==> config.mk <==
export PLATFORM = sky130hd
export DESIGN_NAME = pid_controller_clamped_top
export DESIGN_NICKNAME = d
export VERILOG_FILES = /design/src/rtl/pcc_pkg.sv /design/src/rtl/pid_controller_clamped_top.sv /design/src/rtl/pcc_divider.sv /design/src/rtl/pcc_datapath.sv /design/src/rtl/pcc_ctrl.sv
export SDC_FILE = /design/constraint.sdc
export NUM_CORES = 2
export LEC_CHECK = 0
export BUFFER_PORTS_ARGS = -buffer_cell sky130_fd_sc_hd__buf_2
export CAP_MARGIN = 20
export CORE_MARGIN = 4
export CORE_UTILIZATION = 46
export CTS_BUF_LIST = sky130_fd_sc_hd__clkbuf_4
export DETAILED_ROUTE_END_ITERATION = 8
export GPL_TIMING_DRIVEN = 0
export PLACE_DENSITY = 0.65
export SLEW_MARGIN = 30
export SYNTH_ARGS = -nofsm -noshare
export SYNTH_HDL_FRONTEND = slang
export SYNTH_SLANG_ARGS = --single-unit
==> constraint.sdc <==
create_clock -name clock -period 12.82 [get_ports clock]
set_input_delay 1.923 -clock clock [delete_from_list [all_inputs] [get_ports clock]]
set_output_delay 1.923 -clock clock [all_outputs]
set_load 0.02 [all_outputs]
==> src/rtl/pcc_pkg.sv <==
// Package for the clamped PID controller: shared types, codes and helpers.
// Used by the controller, the datapath, the divider and the top level.
package pcc_pkg;

   localparam int DATA_W = 32;
   localparam int DIV_N_W = 49;
   localparam int DIV_STEPS = 49;
   localparam int DIV_CNT_W = 6;

   typedef logic [2:0] reg_index_type;
   localparam reg_index_type REG_GAIN_P       = 3'd0;
   localparam reg_index_type REG_GAIN_I       = 3'd1;
   localparam reg_index_type REG_GAIN_D       = 3'd2;
   localparam reg_index_type REG_SETPOINT     = 3'd3;
   localparam reg_index_type REG_OUTPUT_LIMIT = 3'd4;
   localparam reg_index_type REG_INTEGRAL_CAP = 3'd5;

   typedef logic [1:0] mul_sel_type;
   localparam mul_sel_type MUL_ERR_DT = 2'd0;
   localparam mul_sel_type MUL_P      = 2'd1;
   localparam mul_sel_type MUL_I      = 2'd2;
   localparam mul_sel_type MUL_D      = 2'd3;

   typedef logic [1:0] acc_op_type;
   localparam acc_op_type ACC_NONE = 2'd0;
   localparam acc_op_type ACC_LOAD = 2'd1;
   localparam acc_op_type ACC_ADD  = 2'd2;

   typedef struct packed {
      logic        load_in;
      logic        calc_err;
      logic        mul_en;
      mul_sel_type mul_sel;
      logic        integ_upd;
      acc_op_type  acc_op;
      logic        div_start;
      logic        der_latch;
      logic        out_load;
   } cmd_type;

   typedef struct packed {
      logic div_done;
   } status_type;

   function automatic logic signed [31:0] sat32(input logic signed [63:0] v);
      logic signed [31:0] r;
      if (v > 64'sd2147483647) begin
         r = 32'sh7fffffff;
      end else if (v < -64'sd2147483648) begin
         r = 32'sh80000000;
      end else begin
         r = v[31:0];
      end
      return r;
   endfunction

endpackage

==> src/rtl/pid_controller_clamped_top.sv <==
// Top level of the clamped PID controller in signed Q16.16.
// Depends on pcc_pkg; instantiates pcc_ctrl and pcc_datapath.
//
// One transaction on the req channel produces exactly one transaction on the
// rsp channel. A new transaction is accepted the cycle after the result is
// registered, so the block works on one update at a time. The update time
// is set by the 49-step bit-serial divider that forms the derivative, plus
// four passes through the single shared multiplier. A finished result waits
// in its output register while the next transaction is accepted. Configuration
// writes take effect at once and are meant to be made while no update is in
// flight.
module pid_controller_clamped_top (
   input  logic                    clock,
   input  logic                    reset,
   input  logic                    req_valid,
   output logic                    req_ready,
   input  logic signed [31:0]      req_measured,
   input  logic [31:0]             req_time_step,
   output logic                    rsp_valid,
   input  logic                    rsp_ready,
   output logic signed [31:0]      rsp_drive,
   output logic                    rsp_output_clamped,
   output logic                    rsp_integral_clamped,
   output logic                    rsp_zero_step,
   input  logic                    csr_we,
   input  pcc_pkg::reg_index_type  csr_index,
   input  logic [31:0]             csr_wdata
);
   import pcc_pkg::*;

   cmd_type    cmd;
   status_type status;

   pcc_ctrl u_ctrl (
      .clock     (clock),
      .reset     (reset),
      .req_valid (req_valid),
      .req_ready (req_ready),
      .rsp_valid (rsp_valid),
      .rsp_ready (rsp_ready),
      .status    (status),
      .cmd       (cmd)
   );

   pcc_datapath u_dp (
      .clock                (clock),
      .reset                (reset),
      .cmd                  (cmd),
      .status               (status),
      .csr_we               (csr_we),
      .csr_index            (csr_index),
      .csr_wdata            (csr_wdata),
      .req_measured         (req_measured),
      .req_time_step        (req_time_step),
      .rsp_drive            (rsp_drive),
      .rsp_output_clamped   (rsp_output_clamped),
      .rsp_integral_clamped (rsp_integral_clamped),
      .rsp_zero_step        (rsp_zero_step)
   );

endmodule

==> src/rtl/pcc_divider.sv <==
// Restoring unsigned divider, one quotient bit per cycle.
// Depends on pcc_pkg for its widths and step count.
module pcc_divider (
   input  logic                           clock,
   input  logic                           reset,
   input  logic                           start,
   input  logic [pcc_pkg::DIV_N_W-1:0]    dividend,
   input  logic [pcc_pkg::DATA_W-1:0]     divisor,
   output logic                           done,
   output logic [pcc_pkg::DIV_N_W-1:0]    quotient
);
   import pcc_pkg::*;

   logic                   busy_ff, busy_in;
   logic [DIV_CNT_W-1:0]   cnt_ff, cnt_in;
   logic [DATA_W-1:0]      rem_ff, rem_in;
   logic [DATA_W-1:0]      den_ff, den_in;
   logic [DIV_N_W-1:0]     quo_ff, quo_in;
   logic [DATA_W:0]        rem_sh;
   logic [DATA_W:0]        rem_sub;
   logic                   ge;

   assign rem_sh  = {rem_ff, quo_ff[DIV_N_W-1]};
   assign rem_sub = rem_sh - {1'b0, den_ff};
   assign ge      = rem_sh >= {1'b0, den_ff};
   assign done    = busy_ff && (cnt_ff == DIV_CNT_W'(DIV_STEPS - 1));
   assign quotient = quo_ff;

   always_comb begin
      busy_in = busy_ff;
      cnt_in  = cnt_ff;
      rem_in  = rem_ff;
      den_in  = den_ff;
      quo_in  = quo_ff;
      if (start) begin
         busy_in = 1'b1;
         cnt_in  = '0;
         rem_in  = '0;
         den_in  = divisor;
         quo_in  = dividend;
      end else if (busy_ff) begin
         rem_in = ge ? rem_sub[DATA_W-1:0] : rem_sh[DATA_W-1:0];
         quo_in = {quo_ff[DIV_N_W-2:0], ge};
         cnt_in = cnt_ff + DIV_CNT_W'(1);
         if (done) begin
            busy_in = 1'b0;
         end
      end
   end

   always_ff @(posedge clock) begin
      if (reset) begin
         busy_ff <= 1'b0;
         cnt_ff  <= '0;
      end else begin
         busy_ff <= busy_in;
         cnt_ff  <= cnt_in;
      end
   end

   always_ff @(posedge clock) begin
      rem_ff <= rem_in;
      den_ff <= den_in;
      quo_ff <= quo_in;
   end

endmodule

==> src/rtl/pcc_datapath.sv <==
// Datapath of the PID controller: configuration registers, loop state,
// shared multiplier, accumulator, clamps and the result register.
// Depends on pcc_pkg and instantiates pcc_divider.
module pcc_datapath (
   input  logic                       clock,
   input  logic                       reset,
   input  pcc_pkg::cmd_type           cmd,
   output pcc_pkg::status_type        status,
   input  logic                       csr_we,
   input  pcc_pkg::reg_index_type     csr_index,
   input  logic [31:0]                csr_wdata,
   input  logic signed [31:0]         req_measured,
   input  logic [31:0]                req_time_step,
   output logic signed [31:0]         rsp_drive,
   output logic                       rsp_output_clamped,
   output logic                       rsp_integral_clamped,
   output logic                       rsp_zero_step
);
   import pcc_pkg::*;

   logic signed [31:0] gain_p_ff, gain_i_ff, gain_d_ff, setpoint_ff;
   logic [30:0]        limit_ff, cap_ff;
   logic signed [31:0] integral_ff, integral_in;
   logic signed [31:0] prev_ff;

   logic signed [31:0] meas_ff;
   logic [31:0]        dt_ff;
   logic               zero_ff;
   logic signed [31:0] err_ff;
   logic signed [63:0] prod_ff;
   logic signed [33:0] acc_ff, acc_in;
   logic               der_neg_ff;
   logic signed [31:0] der_ff, der_in;
   logic               int_clamp_ff, int_clamp_in;

   logic signed [31:0] drive_ff, drive_in;
   logic               out_clamp_ff, out_clamp_in;
   logic               out_int_ff, out_zero_ff;

   logic signed [32:0] err_wide;
   logic signed [32:0] mul_a, mul_b;
   logic signed [65:0] mul_full;
   logic signed [47:0] prod_q;
   logic signed [31:0] term;
   logic signed [48:0] sum_wide, cap_pos;
   logic signed [32:0] diff;
   logic [32:0]        diff_mag;
   logic [DIV_N_W-1:0] dividend;
   logic [DIV_N_W-1:0] quotient;
   logic signed [49:0] quo_s, der_val;
   logic signed [33:0] lim_pos;

   pcc_divider u_div (
      .clock    (clock),
      .reset    (reset),
      .start    (cmd.div_start),
      .dividend (dividend),
      .divisor  (dt_ff),
      .done     (status.div_done),
      .quotient (quotient)
   );

   assign err_wide = 33'(setpoint_ff) - 33'(meas_ff);
   assign diff     = 33'(err_ff) - 33'(prev_ff);
   assign diff_mag = diff[32] ? 33'(-diff) : diff;
   assign dividend = {diff_mag, 16'b0};
   assign quo_s    = $signed({1'b0, quotient});
   assign der_val  = der_neg_ff ? -quo_s : quo_s;
   assign der_in   = zero_ff ? 32'sd0 : sat32(64'(der_val));

   always_comb begin
      unique case (cmd.mul_sel)
         MUL_ERR_DT: begin
            mul_a = 33'(err_ff);
            mul_b = $signed({1'b0, dt_ff});
         end
         MUL_P: begin
            mul_a = 33'(gain_p_ff);
            mul_b = 33'(err_ff);
         end
         MUL_I: begin
            mul_a = 33'(gain_i_ff);
            mul_b = 33'(integral_ff);
         end
         MUL_D: begin
            mul_a = 33'(gain_d_ff);
            mul_b = 33'(der_ff);
         end
         default: begin
            mul_a = '0;
            mul_b = '0;
         end
      endcase
   end

   assign mul_full = mul_a * mul_b;
   assign prod_q   = prod_ff[63:16];
   assign term     = sat32(64'(prod_q));

   assign sum_wide = 49'(integral_ff) + 49'(prod_q);
   assign cap_pos  = $signed({18'b0, cap_ff});

   always_comb begin
      integral_in  = integral_ff;
      int_clamp_in = int_clamp_ff;
      if (cmd.integ_upd) begin
         int_clamp_in = 1'b1;
         if (sum_wide > cap_pos) begin
            integral_in = cap_pos[31:0];
         end else if (sum_wide < -cap_pos) begin
            integral_in = 32'(-cap_pos);
         end else begin
            integral_in  = sum_wide[31:0];
            int_clamp_in = 1'b0;
         end
      end
   end

   always_comb begin
      unique case (cmd.acc_op)
         ACC_LOAD: acc_in = 34'(term);
         ACC_ADD:  acc_in = acc_ff + 34'(term);
         default:  acc_in = acc_ff;
      endcase
   end

   assign lim_pos = $signed({3'b0, limit_ff});

   always_comb begin
      out_clamp_in = 1'b1;
      if (acc_ff > lim_pos) begin
         drive_in = lim_pos[31:0];
      end else if (acc_ff < -lim_pos) begin
         drive_in = 32'(-lim_pos);
      end else begin
         drive_in     = acc_ff[31:0];
         out_clamp_in = 1'b0;
      end
   end

   always_ff @(posedge clock) begin
      if (reset) begin
         gain_p_ff   <= '0;
         gain_i_ff   <= '0;
         gain_d_ff   <= '0;
         setpoint_ff <= '0;
         limit_ff    <= '1;
         cap_ff      <= '1;
         integral_ff <= '0;
         prev_ff     <= '0;
      end else begin
         if (csr_we) begin
            unique case (csr_index)
               REG_GAIN_P:       gain_p_ff   <= csr_wdata;
               REG_GAIN_I:       gain_i_ff   <= csr_wdata;
               REG_GAIN_D:       gain_d_ff   <= csr_wdata;
               REG_SETPOINT:     setpoint_ff <= csr_wdata;
               REG_OUTPUT_LIMIT: limit_ff    <= csr_wdata[30:0];
               REG_INTEGRAL_CAP: cap_ff      <= csr_wdata[30:0];
               default: ;
            endcase
         end
         integral_ff <= integral_in;
         if (cmd.out_load) begin
            prev_ff <= err_ff;
         end
      end
   end

   always_ff @(posedge clock) begin
      if (cmd.load_in) begin
         meas_ff <= req_measured;
         dt_ff   <= req_time_step;
         zero_ff <= (req_time_step == '0);
      end
      if (cmd.calc_err) begin
         err_ff <= sat32(64'(err_wide));
      end
      if (cmd.mul_en) begin
         prod_ff <= mul_full[63:0];
      end
      if (cmd.div_start) begin
         der_neg_ff <= diff[32];
      end
      if (cmd.der_latch) begin
         der_ff <= der_in;
      end
      acc_ff       <= acc_in;
      int_clamp_ff <= int_clamp_in;
      if (cmd.out_load) begin
         drive_ff     <= drive_in;
         out_clamp_ff <= out_clamp_in;
         out_int_ff   <= int_clamp_ff;
         out_zero_ff  <= zero_ff;
      end
   end

   assign rsp_drive            = drive_ff;
   assign rsp_output_clamped   = out_clamp_ff;
   assign rsp_integral_clamped = out_int_ff;
   assign rsp_zero_step        = out_zero_ff;

endmodule

==> src/rtl/pcc_ctrl.sv <==
// Sequencer of the PID controller: steps the datapath through one update
// and owns the handshake state of both channels. Depends on pcc_pkg.
module pcc_ctrl (
   input  logic                 clock,
   input  logic                 reset,
   input  logic                 req_valid,
   output logic                 req_ready,
   output logic                 rsp_valid,
   input  logic                 rsp_ready,
   input  pcc_pkg::status_type  status,
   output pcc_pkg::cmd_type     cmd
);
   import pcc_pkg::*;

   localparam logic [3:0] S_IDLE     = 4'd0;
   localparam logic [3:0] S_ERR      = 4'd1;
   localparam logic [3:0] S_MUL_ID   = 4'd2;
   localparam logic [3:0] S_INTEG    = 4'd3;
   localparam logic [3:0] S_MUL_P    = 4'd4;
   localparam logic [3:0] S_ACC_P    = 4'd5;
   localparam logic [3:0] S_MUL_I    = 4'd6;
   localparam logic [3:0] S_ACC_I    = 4'd7;
   localparam logic [3:0] S_DIV_GO   = 4'd8;
   localparam logic [3:0] S_DIV_WAIT = 4'd9;
   localparam logic [3:0] S_DER      = 4'd10;
   localparam logic [3:0] S_MUL_D    = 4'd11;
   localparam logic [3:0] S_ACC_D    = 4'd12;
   localparam logic [3:0] S_OUT      = 4'd13;

   logic [3:0] state_ff, state_in;
   logic       rsp_valid_ff, rsp_valid_in;

   assign req_ready = (state_ff == S_IDLE);
   assign rsp_valid = rsp_valid_ff;

   always_comb begin
      state_in = state_ff;
      cmd      = '0;
      cmd.mul_sel = MUL_ERR_DT;
      cmd.acc_op  = ACC_NONE;
      unique case (state_ff)
         S_IDLE: begin
            cmd.load_in = 1'b1;
            if (req_valid) begin
               state_in = S_ERR;
            end
         end
         S_ERR: begin
            cmd.calc_err = 1'b1;
            state_in = S_MUL_ID;
         end
         S_MUL_ID: begin
            cmd.mul_en  = 1'b1;
            cmd.mul_sel = MUL_ERR_DT;
            state_in = S_INTEG;
         end
         S_INTEG: begin
            cmd.integ_upd = 1'b1;
            state_in = S_MUL_P;
         end
         S_MUL_P: begin
            cmd.mul_en  = 1'b1;
            cmd.mul_sel = MUL_P;
            state_in = S_ACC_P;
         end
         S_ACC_P: begin
            cmd.acc_op = ACC_LOAD;
            state_in = S_MUL_I;
         end
         S_MUL_I: begin
            cmd.mul_en  = 1'b1;
            cmd.mul_sel = MUL_I;
            state_in = S_ACC_I;
         end
         S_ACC_I: begin
            cmd.acc_op = ACC_ADD;
            state_in = S_DIV_GO;
         end
         S_DIV_GO: begin
            cmd.div_start = 1'b1;
            state_in = S_DIV_WAIT;
         end
         S_DIV_WAIT: begin
            if (status.div_done) begin
               state_in = S_DER;
            end
         end
         S_DER: begin
            cmd.der_latch = 1'b1;
            state_in = S_MUL_D;
         end
         S_MUL_D: begin
            cmd.mul_en  = 1'b1;
            cmd.mul_sel = MUL_D;
            state_in = S_ACC_D;
         end
         S_ACC_D: begin
            cmd.acc_op = ACC_ADD;
            state_in = S_OUT;
         end
         S_OUT: begin
            if (!rsp_valid_ff || rsp_ready) begin
               cmd.out_load = 1'b1;
               state_in = S_IDLE;
            end
         end
         default: begin
            state_in = S_IDLE;
         end
      endcase
   end

   always_comb begin
      priority if (cmd.out_load) begin
         rsp_valid_in = 1'b1;
      end else if (rsp_ready) begin
         rsp_valid_in = 1'b0;
      end else begin
         rsp_valid_in = rsp_valid_ff;
      end
   end

   always_ff @(posedge clock) begin
      if (reset) begin
         state_ff     <= S_IDLE;
         rsp_valid_ff <= 1'b0;
      end else begin
         state_ff     <= state_in;
         rsp_valid_ff <= rsp_valid_in;
      end
   end

endmodule

==> metrics <==
run status=complete, no violations; gr usage total=a little over a third; Max-slew headroom=about a quarter; area growth from synthesis to final layout=9.78%; setup repair after global routing missed its margin=no; number of global-route vias before repair=~67000; Warnings, synthesis=0; slew at the pin closest to its max-slew limit=1110 ps; # nets final=approximately 11000; final cell count without fillers=between 10000 and 15000; cell count along the critical path=35; final sum of negative setup slack=0 ps; number of antenna violations at the first check in global routing=19; number of max-slew violations in the final report=0; type of destination of the critical path=flip-flop; final weighted congestion in routability-driven placement=roughly 1.1; worst setup slack before clock tree synthesis=-1360 ps; aggregate global routing overflow=0; horizontal extent of the die=about 420 um; clock latency at the later pin of the worst-skew pair=~1200 ps; count of buffers from port buffering=140; dpl hpwl=about 260000 um; worst hold path stage count=2; TritonRoute pass-1 iters=6; slowest cell delay on critical path=about 700 ps; time the final worst path needs with I/O delays and setup=12560 ps; period utilisation layout=98.0%; Post-synth EDFFs=around 310; deepest clock path buffer count=3; effective utilization at floorplan=between 40% and 50%; Arr. time, crit path=13440 ps; launching element type of the critical path=flip-flop; share of final-layout standard cells stronger than drive strength 1=roughly 9%; cell area after technology mapping=0.0781 mm2; Clock Sinks=~630; Critical Path Most Common Cell=fa_1; overall die area=around 0.18 mm2; Synth Area per Inst=8.79 um2; Req. time, crit path=roughly 14000 ps; total setup violations reported at the end of the flow=0; slowest CP cell=clkbuf_1; CTS tree=yes; net count of the mapped netlist=roughly 11000; Hold Vio Cnt, Final=0; depth of the worst register-to-register path=35; drt wl/cell=around 27 um; most used standard cell by instance count after synthesis=inv_1; synthesized flop and latch total=around 630; number of placed I/O pins=between 100 and 150; min-delay worst type=reg2reg; Antenna Violating Nets Remaining=0; post-layout util=about half; WL final=310000 um; synth top area cells=fa_1 28%, edfxtp_1 12%, ha_1 8.6%; largest net degree at the start of global routing=~50; area share of the largest cell type after synthesis=28.4%; clk slew on worst S/H paths=70 ps; number of placed instances, taps included=11300; Critical Setup Path Class=reg2reg; highest clock rate=a little under 80 MHz; wire length of the first global-routing pass=about 450000 um; fraction of the yosys area taken by sequential cells=about a fifth; routed vias/inst=~6; share of async-settable or async-resettable flops after synthesis=0%; # H-tree levels=4; Vert. Die Dim=between 400 and 500 um; cell row count=150; most area-hungry cell type in the Yosys netlist=fa_1; number of vias after detailed routing=around 68000; instance count of the mapped netlist=between 8000 and 9000; TritonCTS Buffers=between 150 and 200; DRC violation total after the first TritonRoute iteration=7243; crit path max fanout=10; number of distinct library cells after synthesis=100; count of unresolved DRC violations after routing=0; clock tree root buffer cell=clkbuf_4; commonest cells in the synthesized netlist=1414 x inv_1, 1218 x nand2_1, 1109 x fa_1; minimum setup slack in the final design=approximately 260 ps; worst clock skew=slightly above 90 ps; number of max-cap violations=0; crit-path leading delay family=adder cells; number of buffers and inverters on the critical path=11; Post-synth top flop=dfxtp_1; core region area=0.168 mm2
==> layout make-up <==
cell class	count	area, um2
multi-input cells	6414	56400
diodes	9	22.5
flip-flops and latches	627	15700
plain buffers	407	1720
clock buffers	244	1830
clock inverters	72	562
repair buffers	213	1430
inverters	1417	5320
fillers	16100	82300
well taps	2204	2760
==> stage by stage <==
stage                     cell area (um2)  hold WS, ps
after floorplan                     78100          400
after global placement              81500          440
after detailed placement            83000          446
after CTS                           85600          422
after global routing                85700          433
final                               85700          456
==> timing repair <==
item                                    in CTS  in global routing
endpoints found under the setup margin      28                 15
hold buffers                                 0                  0
setup buffers                                0                  0
gates resized for setup                     94                 84
==> path summary, 6_finish.rpt <==
| path | from | slack (ps) | to |
|---|---|---|---|
| setup / recovery | u_ctrl.state_ff[1] | 260 | u_dp.prod_ff[56] |
| hold / removal | u_dp.prev_ff[5] | 460 | u_dp.prev_ff[5] |
| setup reg to reg | u_ctrl.state_ff[1] | 260 | u_dp.prod_ff[56] |
| hold reg to reg | u_dp.prev_ff[5] | 460 | u_dp.prev_ff[5] |
==> worst register-to-register path, delay by kind of cell (launching register included) <==
| family | cells | cell delay (ps) |
|---|---|---|
| AND/OR/NAND/NOR | 3 | 1020 |
| AO/OA/AOI/OAI | 10 | 2950 |
| multiplexers | 1 | 130 |
| adder cells (fa/ha/maj) | 9 | 4360 |
| flip-flops | 1 | 450 |
| XOR/XNOR | 1 | 380 |
| buffers and inverters | 11 | 3000 |
==> kinds of logic (layout without fill, tap and decap cells) <==
family / count (synthesis) / after routing / synth area share (%)
AOI/OAI and AO/OA: 1433 / 1433 / 12.1
DFF: 627 / 627 / 20.1
and+or+nand+nor: 2854 / 2854 / 16.2
other: 0 / 9 / 0
muxes: 145 / 145 / 1.92
buffers and inverters: 1843 / 2353 / 8.92
adders and majority gates: 1650 / 1650 / 37.1
xor gates and xnor gates: 332 / 332 / 3.73
==> registers in the layout (all words and copies together) (netlist names), 4 cells and up <==
signal,flops
u_dp.setpoint_ff,32
u_dp.gain_d_ff,32
u_dp.acc_ff,34
u_dp.prod_ff,48
u_dp.gain_i_ff,32
u_dp.der_ff,32
u_ctrl.state_ff,4
u_dp.limit_ff,31
u_dp.err_ff,32
u_dp.u_div.rem_ff,32
u_dp.meas_ff,32
u_dp.gain_p_ff,32
u_dp.u_div.den_ff,32
u_dp.dt_ff,32
u_dp.prev_ff,32
u_dp.u_div.quotient,49
u_dp.u_div.cnt_ff,6
u_dp.rsp_drive,32
u_dp.integral_ff,32
u_dp.cap_ff,31
==> routing by layer <==
metal	track usage, %	wire length (um)
met1	46.8	125000
met2	51.3	129000
met3	12.1	37900
met4	16.6	17800
met5	0.222	101
==> cell usage in the layout, fill, tap and decap left out, types with 39 or more instances in the layout <==
master	n
o21ai_0	224
a21oi_1	514
mux2i_1	106
ha_1	534
nor4_1	41
nor2b_1	53
xnor2_1	219
clkbuf_1	280
xor2_1	113
dfxtp_1	313
inv_1	1412
clkbuf_4	246
a21o_1	135
clkinv_1	41
nand2b_1	79
nand4_1	79
a221oi_4	39
buf_2	184
nand3_1	114
nand2_1	1217
a31oi_1	40
nand3b_1	102
mux2_2	39
fa_1	1108
clkbuf_2	77
nor2_1	880
edfxtp_1	313
nor3_1	108
Power is left out: the tool's default activity adds up to more than one toggle a clock period on the data nets, which glitch-free logic cannot reach.
